===== src/design/sha1_pkg.sv =====
// shared types, codes and constants of the sha-1 stream hash
`timescale 1ns / 1ps

package sha1_pkg;

  localparam int unsigned BlockBits = 512;
  localparam int unsigned Rounds    = 80;

  // initial chaining words, index 0 is h0
  localparam logic [4:0][31:0] SHA1_IV = {
    32'hC3D2E1F0, 32'h10325476, 32'h98BADCFE, 32'hEFCDAB89, 32'h67452301
  };

  // byte sources for block insertion
  localparam logic [2:0] SRC_DATA = 3'd0;
  localparam logic [2:0] SRC_PAD  = 3'd1;
  localparam logic [2:0] SRC_ZERO = 3'd2;
  localparam logic [2:0] SRC_LENH = 3'd3;
  localparam logic [2:0] SRC_LENL = 3'd4;

  typedef struct packed {
    logic       load;
    logic       ins;
    logic [2:0] src;
    logic       rnd;
    logic [1:0] stage;
    logic       fold;
    logic       clear;
    logic [2:0] out_idx;
  } dp_cmd_t;

  typedef struct packed {
    logic full;
    logic pend_done;
    logic eom;
    logic at_56;
  } dp_stat_t;

  function automatic logic [31:0] round_k(input logic [1:0] stage);
    logic [31:0] k;
    case (stage)
      2'd0:    k = 32'h5A827999;
      2'd1:    k = 32'h6ED9EBA1;
      2'd2:    k = 32'h8F1BBCDC;
      default: k = 32'hCA62C1D6;
    endcase
    return k;
  endfunction

endpackage


===== src/design/sha1_dp.sv =====
// sha-1 datapath: block buffer, schedule, round logic, chaining words and length
`timescale 1ns / 1ps

module sha1_dp import sha1_pkg::*; (
  input  logic        clk,
  input  logic        rst_n,
  input  dp_cmd_t     cmd,
  input  logic [31:0] in_word,
  input  logic [2:0]  in_count,
  input  logic        in_eom,
  output dp_stat_t    stat,
  output logic [31:0] digest_word
);

  logic [BlockBits-1:0] block_r, block_nxt;
  logic [5:0]           fill_r, fill_nxt;
  logic [63:0]          len_r, len_nxt;
  logic [4:0][31:0]     chain_r, chain_nxt;
  logic [31:0]          pend_data_r, pend_data_nxt;
  logic [2:0]           pend_cnt_r, pend_cnt_nxt;
  logic                 eom_r, eom_nxt;
  logic [31:0]          va_r, vb_r, vc_r, vd_r, ve_r;

  logic [6:0]  room, want, lim, sum;
  logic [2:0]  k;
  logic [31:0] src_word, w, new_w, f, t, wx;
  logic [2:0]  cnt_clamp;
  logic        do_init;

  always_comb begin
    room = 7'd64 - {1'b0, fill_r};
    lim  = (fill_r < 6'd56) ? (7'd56 - {1'b0, fill_r}) : room;
    case (cmd.src)
      SRC_DATA: begin
        src_word = pend_data_r;
        want     = {4'b0, pend_cnt_r};
      end
      SRC_PAD: begin
        src_word = 32'h8000_0000;
        want     = 7'd1;
      end
      SRC_ZERO: begin
        src_word = 32'h0;
        want     = (lim < 7'd4) ? lim : 7'd4;
      end
      SRC_LENH: begin
        src_word = len_r[63:32];
        want     = 7'd4;
      end
      SRC_LENL: begin
        src_word = len_r[31:0];
        want     = 7'd4;
      end
      default: begin
        src_word = 32'h0;
        want     = 7'd0;
      end
    endcase
    k   = (want < room) ? want[2:0] : room[2:0];
    sum = {1'b0, fill_r} + {4'b0, k};
  end

  assign stat.full      = sum[6];
  assign stat.pend_done = (pend_cnt_r == 3'd0);
  assign stat.eom       = eom_r;
  assign stat.at_56     = (fill_r == 6'd56);

  assign do_init   = cmd.ins && sum[6];
  assign cnt_clamp = (in_count > 3'd4) ? 3'd4 : in_count;

  // schedule taps: word j of the window sits at block_r[511-32j -: 32]
  assign w     = block_r[511:480];
  assign wx    = block_r[95:64] ^ block_r[255:224] ^ block_r[447:416] ^ w;
  assign new_w = {wx[30:0], wx[31]};

  always_comb begin
    case (cmd.stage)
      2'd0:    f = (vb_r & vc_r) | (~vb_r & vd_r);
      2'd2:    f = (vb_r & vc_r) | (vb_r & vd_r) | (vc_r & vd_r);
      default: f = vb_r ^ vc_r ^ vd_r;
    endcase
    t = {va_r[26:0], va_r[31:27]} + f + ve_r + round_k(cmd.stage) + w;
  end

  always_comb begin
    block_nxt     = block_r;
    fill_nxt      = fill_r;
    len_nxt       = len_r;
    chain_nxt     = chain_r;
    pend_data_nxt = pend_data_r;
    pend_cnt_nxt  = pend_cnt_r;
    eom_nxt       = eom_r;
    if (cmd.load) begin
      pend_data_nxt = in_word;
      pend_cnt_nxt  = cnt_clamp;
      eom_nxt       = in_eom;
    end
    if (cmd.ins) begin
      case (k)
        3'd1:    block_nxt = {block_r[503:0], src_word[31:24]};
        3'd2:    block_nxt = {block_r[495:0], src_word[31:16]};
        3'd3:    block_nxt = {block_r[487:0], src_word[31:8]};
        3'd4:    block_nxt = {block_r[479:0], src_word};
        default: block_nxt = block_r;
      endcase
      fill_nxt = sum[5:0];
      if (cmd.src == SRC_DATA) begin
        pend_cnt_nxt = pend_cnt_r - k;
        len_nxt      = len_r + {58'b0, k, 3'b0};
        case (k)
          3'd1:    pend_data_nxt = {pend_data_r[23:0], 8'h0};
          3'd2:    pend_data_nxt = {pend_data_r[15:0], 16'h0};
          3'd3:    pend_data_nxt = {pend_data_r[7:0], 24'h0};
          3'd4:    pend_data_nxt = 32'h0;
          default: pend_data_nxt = pend_data_r;
        endcase
      end
    end
    if (cmd.rnd) begin
      block_nxt = {block_r[479:0], new_w};
    end
    if (cmd.fold) begin
      chain_nxt[0] = chain_r[0] + va_r;
      chain_nxt[1] = chain_r[1] + vb_r;
      chain_nxt[2] = chain_r[2] + vc_r;
      chain_nxt[3] = chain_r[3] + vd_r;
      chain_nxt[4] = chain_r[4] + ve_r;
    end
    if (cmd.clear) begin
      chain_nxt = SHA1_IV;
      fill_nxt  = 6'd0;
      len_nxt   = 64'd0;
    end
  end

  always_ff @(posedge clk) begin
    if (!rst_n) begin
      fill_r     <= 6'd0;
      len_r      <= 64'd0;
      chain_r    <= SHA1_IV;
      pend_cnt_r <= 3'd0;
      eom_r      <= 1'b0;
    end else begin
      fill_r     <= fill_nxt;
      len_r      <= len_nxt;
      chain_r    <= chain_nxt;
      pend_cnt_r <= pend_cnt_nxt;
      eom_r      <= eom_nxt;
    end
  end

  always_ff @(posedge clk) begin
    block_r     <= block_nxt;
    pend_data_r <= pend_data_nxt;
    if (do_init) begin
      va_r <= chain_r[0];
      vb_r <= chain_r[1];
      vc_r <= chain_r[2];
      vd_r <= chain_r[3];
      ve_r <= chain_r[4];
    end else if (cmd.rnd) begin
      ve_r <= vd_r;
      vd_r <= vc_r;
      vc_r <= {vb_r[1:0], vb_r[31:2]};
      vb_r <= va_r;
      va_r <= t;
    end
  end

  assign digest_word = chain_r[cmd.out_idx];

endmodule


===== src/design/sha1_ctrl.sv =====
// sha-1 controller: sequencing of fill, padding, rounds and digest output
`timescale 1ns / 1ps

module sha1_ctrl import sha1_pkg::*; (
  input  logic     clk,
  input  logic     rst_n,
  input  logic     in_valid,
  output logic     in_ready,
  output logic     out_valid,
  input  logic     out_ready,
  input  dp_stat_t stat,
  output dp_cmd_t  cmd
);

  localparam logic [3:0] S_IDLE  = 4'd0;
  localparam logic [3:0] S_DATA  = 4'd1;
  localparam logic [3:0] S_PAD   = 4'd2;
  localparam logic [3:0] S_ZERO  = 4'd3;
  localparam logic [3:0] S_LENH  = 4'd4;
  localparam logic [3:0] S_LENL  = 4'd5;
  localparam logic [3:0] S_ROUND = 4'd6;
  localparam logic [3:0] S_FOLD  = 4'd7;
  localparam logic [3:0] S_OUT   = 4'd8;

  localparam logic [6:0] LastRound = 7'(Rounds - 1);

  logic [3:0] state_r, state_nxt, ret_r, ret_nxt;
  logic [6:0] rnd_r, rnd_nxt;
  logic [2:0] idx_r, idx_nxt;

  assign in_ready  = (state_r == S_IDLE);
  assign out_valid = (state_r == S_OUT);

  always_comb begin
    cmd.load    = in_ready && in_valid;
    cmd.ins     = 1'b0;
    cmd.src     = SRC_DATA;
    cmd.rnd     = (state_r == S_ROUND);
    cmd.fold    = (state_r == S_FOLD);
    cmd.clear   = out_valid && out_ready && (idx_r == 3'd4);
    cmd.out_idx = idx_r;
    if (rnd_r < 7'd20) begin
      cmd.stage = 2'd0;
    end else if (rnd_r < 7'd40) begin
      cmd.stage = 2'd1;
    end else if (rnd_r < 7'd60) begin
      cmd.stage = 2'd2;
    end else begin
      cmd.stage = 2'd3;
    end
    case (state_r)
      S_DATA: begin
        cmd.ins = 1'b1;
        cmd.src = SRC_DATA;
      end
      S_PAD: begin
        cmd.ins = 1'b1;
        cmd.src = SRC_PAD;
      end
      S_ZERO: begin
        cmd.ins = !stat.at_56;
        cmd.src = SRC_ZERO;
      end
      S_LENH: begin
        cmd.ins = 1'b1;
        cmd.src = SRC_LENH;
      end
      S_LENL: begin
        cmd.ins = 1'b1;
        cmd.src = SRC_LENL;
      end
      default: begin
        cmd.ins = 1'b0;
        cmd.src = SRC_DATA;
      end
    endcase
  end

  always_comb begin
    state_nxt = state_r;
    ret_nxt   = ret_r;
    rnd_nxt   = rnd_r;
    idx_nxt   = idx_r;
    case (state_r)
      S_IDLE: begin
        if (in_valid) state_nxt = S_DATA;
      end
      S_DATA: begin
        if (stat.pend_done) begin
          state_nxt = stat.eom ? S_PAD : S_IDLE;
        end else if (stat.full) begin
          state_nxt = S_ROUND;
          ret_nxt   = S_DATA;
        end
      end
      S_PAD: begin
        state_nxt = stat.full ? S_ROUND : S_ZERO;
        ret_nxt   = S_ZERO;
      end
      S_ZERO: begin
        if (stat.at_56) begin
          state_nxt = S_LENH;
        end else if (stat.full) begin
          state_nxt = S_ROUND;
          ret_nxt   = S_ZERO;
        end
      end
      S_LENH: state_nxt = S_LENL;
      S_LENL: begin
        state_nxt = S_ROUND;
        ret_nxt   = S_OUT;
      end
      S_ROUND: begin
        if (rnd_r == LastRound) begin
          rnd_nxt   = 7'd0;
          state_nxt = S_FOLD;
        end else begin
          rnd_nxt = rnd_r + 7'd1;
        end
      end
      S_FOLD: state_nxt = ret_r;
      S_OUT: begin
        if (out_ready) begin
          if (idx_r == 3'd4) begin
            idx_nxt   = 3'd0;
            state_nxt = S_IDLE;
          end else begin
            idx_nxt = idx_r + 3'd1;
          end
        end
      end
      default: state_nxt = S_IDLE;
    endcase
  end

  always_ff @(posedge clk) begin
    if (!rst_n) begin
      state_r <= S_IDLE;
      ret_r   <= S_IDLE;
      rnd_r   <= 7'd0;
      idx_r   <= 3'd0;
    end else begin
      state_r <= state_nxt;
      ret_r   <= ret_nxt;
      rnd_r   <= rnd_nxt;
      idx_r   <= idx_nxt;
    end
  end

  // round counter rests at zero outside the round loop
  a_rnd_idle: assert property (@(posedge clk) disable iff (!rst_n)
    state_r != S_ROUND |-> rnd_r == 7'd0)
    else $error("round counter not at zero outside rounds");

  // fold moves on to the return phase saved when the compression started
  a_fold_ret: assert property (@(posedge clk) disable iff (!rst_n)
    state_r == S_FOLD |=> state_r == $past(ret_r))
    else $error("fold did not resume saved phase");

  // a full block always leads straight into the rounds
  a_full_round: assert property (@(posedge clk) disable iff (!rst_n)
    (cmd.ins && stat.full) |=> state_r == S_ROUND)
    else $error("full block not compressed");

  // digest output starts at word zero
  a_out_start: assert property (@(posedge clk) disable iff (!rst_n)
    $rose(state_r == S_OUT) |-> idx_r == 3'd0)
    else $error("digest output not starting at word zero");

  // the digest is only shown after the length words went in
  a_out_entry: assert property (@(posedge clk) disable iff (!rst_n)
    $rose(state_r == S_OUT) |-> $past(state_r) == S_FOLD && $past(ret_r) == S_OUT)
    else $error("digest output entered from wrong phase");

endmodule


===== src/design/sha1_stream_hash.sv =====
// top level of the streaming sha-1 engine
`timescale 1ns / 1ps

// SHA-1 over a stream of big-endian 32-bit words, 1 to 4 valid bytes each (counts above
// four count as four, a zero count adds nothing), bytes concatenating freely across words.
// in_tlast marks the final word; its bytes are taken, the message is padded with 0x80, zeros
// and the 64-bit bit length, and the five digest words h0..h4 come out with the index in
// tdata and tlast on h4, after which the engine is ready for the next message. Each 64-byte
// block runs through the 80 rounds of the single shared round unit and then the chaining
// add. The final word adds padding, one or two compressions and the digest output. Words
// are taken only while the engine is idle.
module sha1_stream_hash import sha1_pkg::*; (
  input  logic        clk,
  input  logic        rst_n,
  input  logic        in_tvalid,
  output logic        in_tready,
  input  logic [39:0] in_tdata,   // data_word[31:0], bytes_valid[34:32], zeros
  input  logic        in_tlast,
  output logic        out_tvalid,
  input  logic        out_tready,
  output logic [39:0] out_tdata,  // digest_word[31:0], word_index[34:32], zeros
  output logic        out_tlast
);

  dp_cmd_t     cmd;
  dp_stat_t    stat;
  logic [31:0] digest_word;

  sha1_ctrl u_ctrl (
    .clk       (clk),
    .rst_n     (rst_n),
    .in_valid  (in_tvalid),
    .in_ready  (in_tready),
    .out_valid (out_tvalid),
    .out_ready (out_tready),
    .stat      (stat),
    .cmd       (cmd)
  );

  sha1_dp u_dp (
    .clk         (clk),
    .rst_n       (rst_n),
    .cmd         (cmd),
    .in_word     (in_tdata[31:0]),
    .in_count    (in_tdata[34:32]),
    .in_eom      (in_tlast),
    .stat        (stat),
    .digest_word (digest_word)
  );

  assign out_tdata = {5'b0, cmd.out_idx, digest_word};
  assign out_tlast = (cmd.out_idx == 3'd4);

endmodule


===== config.mk =====
export PLATFORM = sky130hd
export DESIGN_NAME = sha1_stream_hash
export DESIGN_NICKNAME = d
export VERILOG_FILES = /design/src/design/sha1_pkg.sv /design/src/design/sha1_dp.sv /design/src/design/sha1_ctrl.sv /design/src/design/sha1_stream_hash.sv
export SDC_FILE = /design/constraint.sdc
export NUM_CORES = 2
export LEC_CHECK = 0
export BUFFER_PORTS_ARGS = -buffer_cell sky130_fd_sc_hd__buf_2
export CAP_MARGIN = 0
export CORE_UTILIZATION = 67
export DETAILED_ROUTE_END_ITERATION = 10
export PLACE_DENSITY = 0.88
export SLEW_MARGIN = 20
export SYNTH_ARGS = -nofsm -noshare
export SYNTH_HDL_FRONTEND = slang
export SYNTH_SLANG_ARGS = --single-unit

===== constraint.sdc =====
create_clock -name clk -period 81.4 [get_ports clk]
set_input_delay 8.14 -clock clk [delete_from_list [all_inputs] [get_ports clk]]
set_output_delay 8.14 -clock clk [all_outputs]
set_load 0.1 [all_outputs]

==> flow_summary.toml <==
[status]
outcome = "complete, no violations"

[cts]
clockRootBuffer = "clkbuf_16"
cts-resized-gates = 0
cts_htree_levels = 3
cts_buffers = 101
clk_pin_slew_ns = 0.06
cts_tree = "built"
postCtsSetupBuffers = 0
clk_path_buf_depth = 3
cts.sinks = 952
holdBufCountCts = 0
worstSkewPairLatency_ns = 0.72

[timing]
setup_violations = 0
fmaxAchievable_ghz = 0.0861
hold_viol_final = 0
fin_crit_sh_pct = 14.3
grt_setup_unrepaired = "false"
finalSetupTns_ns = 0
worstMarginPinSlew_ns = 1.26
drv_slew = 0
timing.slew.headroom_pct = 16.0
skew_ns = 0.0323
period_needed_ns = 11.62

[setup_path]
crit_chain = "inv_1 > nor2_4 > a21oi_1 > o22ai_1 > buf_2"
crit_path_max_incr_delay_ns = 0.73
r2r_cells = 25
worstSetupPathType = "flop to output pin"
crit_fanout = 35
required_ns = 73.26
crit_buf_inv = 2
endpoint_kind = "output pin"
cpMaxStageDelayCell = "nor2_4"
startpoint_type = "flop"
arrival_ns = 3.48
worst_path_dominant_cell_family = "simple AND/OR/NAND/NOR gates"
crit_cells = 5

[power]
max-vdd-ir-drop_uv = 57.2
p_per_area_mw_per_mm2 = 43.8
leakagePower_nw = 25.2

[logic_synthesis]
yosysWarnings = 0
seq_area_frac_synth_pct = 41.5
yosysUniqueCellTypes = 94
ys_top_cells_by_area = "edfxtp_1, nand2_1, dfxtp_1"
synth_edf_count = 704
synth.top_cell.area_share_pct = 33.6
ys_ff_latch = 952
syn_area_per_cell_sq_um = 9.13
yosysTopAreaCell = "edfxtp_1"
async_flop_share_pct = 0
syn_area_sq_mm = 0.0629
syn_inst = 6883
synth_flop_cell = "edfxtp_1"

[placement]
hpwl_mm = 113
dpl.cell_count = 7804
numPortBuffers = 77
gp_congestion = 0.982

[floorplan]
rows = 111
fp.dieH_um = 308
dieArea_sq_mm = 0.0951
start_util_pct = 68.1
fp.dieW_um = 308
boundaryPins = 88
core_sq_mm = 0.0924

[drt]
wl_met2_mm = 80.7
via_per_inst = 6.88
ant_nets = 0
via_count = 55000
dr.pass1.iters = 9
m1WireLength_mm = 66.1
drcViolationCount = 0
top_layer_used = "met5"
drtIter0Drc = 8347
routedWlPerCell_um = 21.8
drt_wl_total_mm = 174
wl_met3_mm = 18.0

[global_routing]
grt_pass1_vias = 51100
grt_max_degree = 253
grt_overflow = 0
grt_pass1_wl_mm = 274
grt_usage_pct = 35.7
antenna_found_initial = 1

[layout]
num-nets-final = 7051
top_register = "u_dp.block_r"
antenna_cells = 0
drive_above_1_share_pct = 8.55
final_util_pct = 72.3
largest_registers = "u_dp.block_r: 512 flops, u_dp.chain_r: 160 flops, u_dp.len_r: 61 flops"
largest_reg_flops = 512
final_cell_mix = "nand2_1, edfxtp_1, a21oi_1, nand3_1, nor2_1"
mostFrequentLayoutCell = "nand2_1"
fin_cells = 7993
syn_to_final_growth_pct = 6.16

[job]
drv_cap = 0

[worst_hold_path]
hold_depth = 2
hold_path_class = "flop to flop"
synth_stat cells (all sizes together), types with 29 or more instances:
cell type and count:
nand2b 36, a21oi 578, clkbuf 252, xor2 133, nand3 320, dfxtp 248, o221a 240, ha 213
or3 51, buf 214, edfxtp 704, o21a 35, o21ai 209, and3 29, o22ai 65, nor2 300
a211oi 47, mux2i 134, a221oi 40, inv 244, fa 128, a21o 64, nand2 1733, o211ai 69
xnor2 164, a31oi 33, nor3 54, a221o 235
worst reg2reg max path, stage by stage, from the launching register on:
cell and delay, ns:
dfxtp_1 0.42, inv_1 0.14, ha_1 0.24, nand2b_1 0.21
o21ai_1 0.15, a31oi_1 0.18, a2bb2oi_1 0.25, o22ai_1 0.16
inv_1 0.10, ha_1 0.22, or2_2 0.29, a31oi_1 0.37
a211oi_4 0.11, nor2_4 0.28, a21oi_4 0.20, inv_8 0.52
ha_1 0.40, inv_1 0.06, fa_1 0.41, nor2b_1 0.17
o21ai_0 0.18, nor2_1 0.55, nand2b_4 0.54, nand2_4 0.58
buf_4 0.81, buf_4 0.91
per-stage QoR:
step / power (mW) / setup slack (ns) / hold slack [ns] / area (sq um)
after floorplan: 2.34 / 40.15 / 0.436 / 62900
after global placement: 2.33 / 70.67 / 0.454 / 63300
after detailed placement: 2.40 / 70.65 / 0.466 / 63300
after CTS: 2.88 / 69.84 / 0.472 / 66700
after global routing: 3.07 / 69.77 / 0.501 / 66700
final: 2.93 / 69.78 / 0.473 / 66700
report_power, final:
group	leakage (nW)	internal, mW	switching, mW
registers	8.45	0.855	0.205
logic	15.1	0.558	0.828
clock network	1.63	0.272	0.207
worst paths after layout:
kind                                              startpoint                            to  slack (ns)
worst min register to register  u_ctrl.rnd_r[1]$_SDFFE_PN0P_  u_ctrl.rnd_r[1]$_SDFFE_PN0P_        0.47
worst min-delay path            u_ctrl.rnd_r[1]$_SDFFE_PN0P_  u_ctrl.rnd_r[1]$_SDFFE_PN0P_        0.47
worst max register to register   u_dp.fill_r[0]$_SDFFE_PP0P_       u_dp.vb_r[30]$_DFFE_PP_       72.46
worst max-delay path            u_ctrl.idx_r[0]$_SDFFE_PN0P_                 out_tdata[16]       69.78
layout make-up:
type	instances	area [sq um]
flip-flops and latches	952	26100
fillers	6352	25600
clock buffers	140	2780
repair buffers	137	951
clock inverters	48	621
inverters	244	923
multi-input cells	5229	33800
well taps	1243	1560
cells by family after synthesis:
group	after synthesis	synth area share [%]
AOI/OAI and AO/OA	1795	20.9
muxes	157	2.56
DFF	952	41.5
adders and majority gates	341	8.32
xor gates and xnor gates	297	4.14
other	1	0.00596
buffers and inverters	710	5.00
and+or+nand+nor	2630	17.6
per-layer routing:
layer	track usage (%)	up-vias
met1	47.8	26200
met5	0	-
met4	17.5	2
li1	-	24700
met2	56.4	3484
met3	5.63	564
No activity file was read; power rests on OpenSTA's default activity.
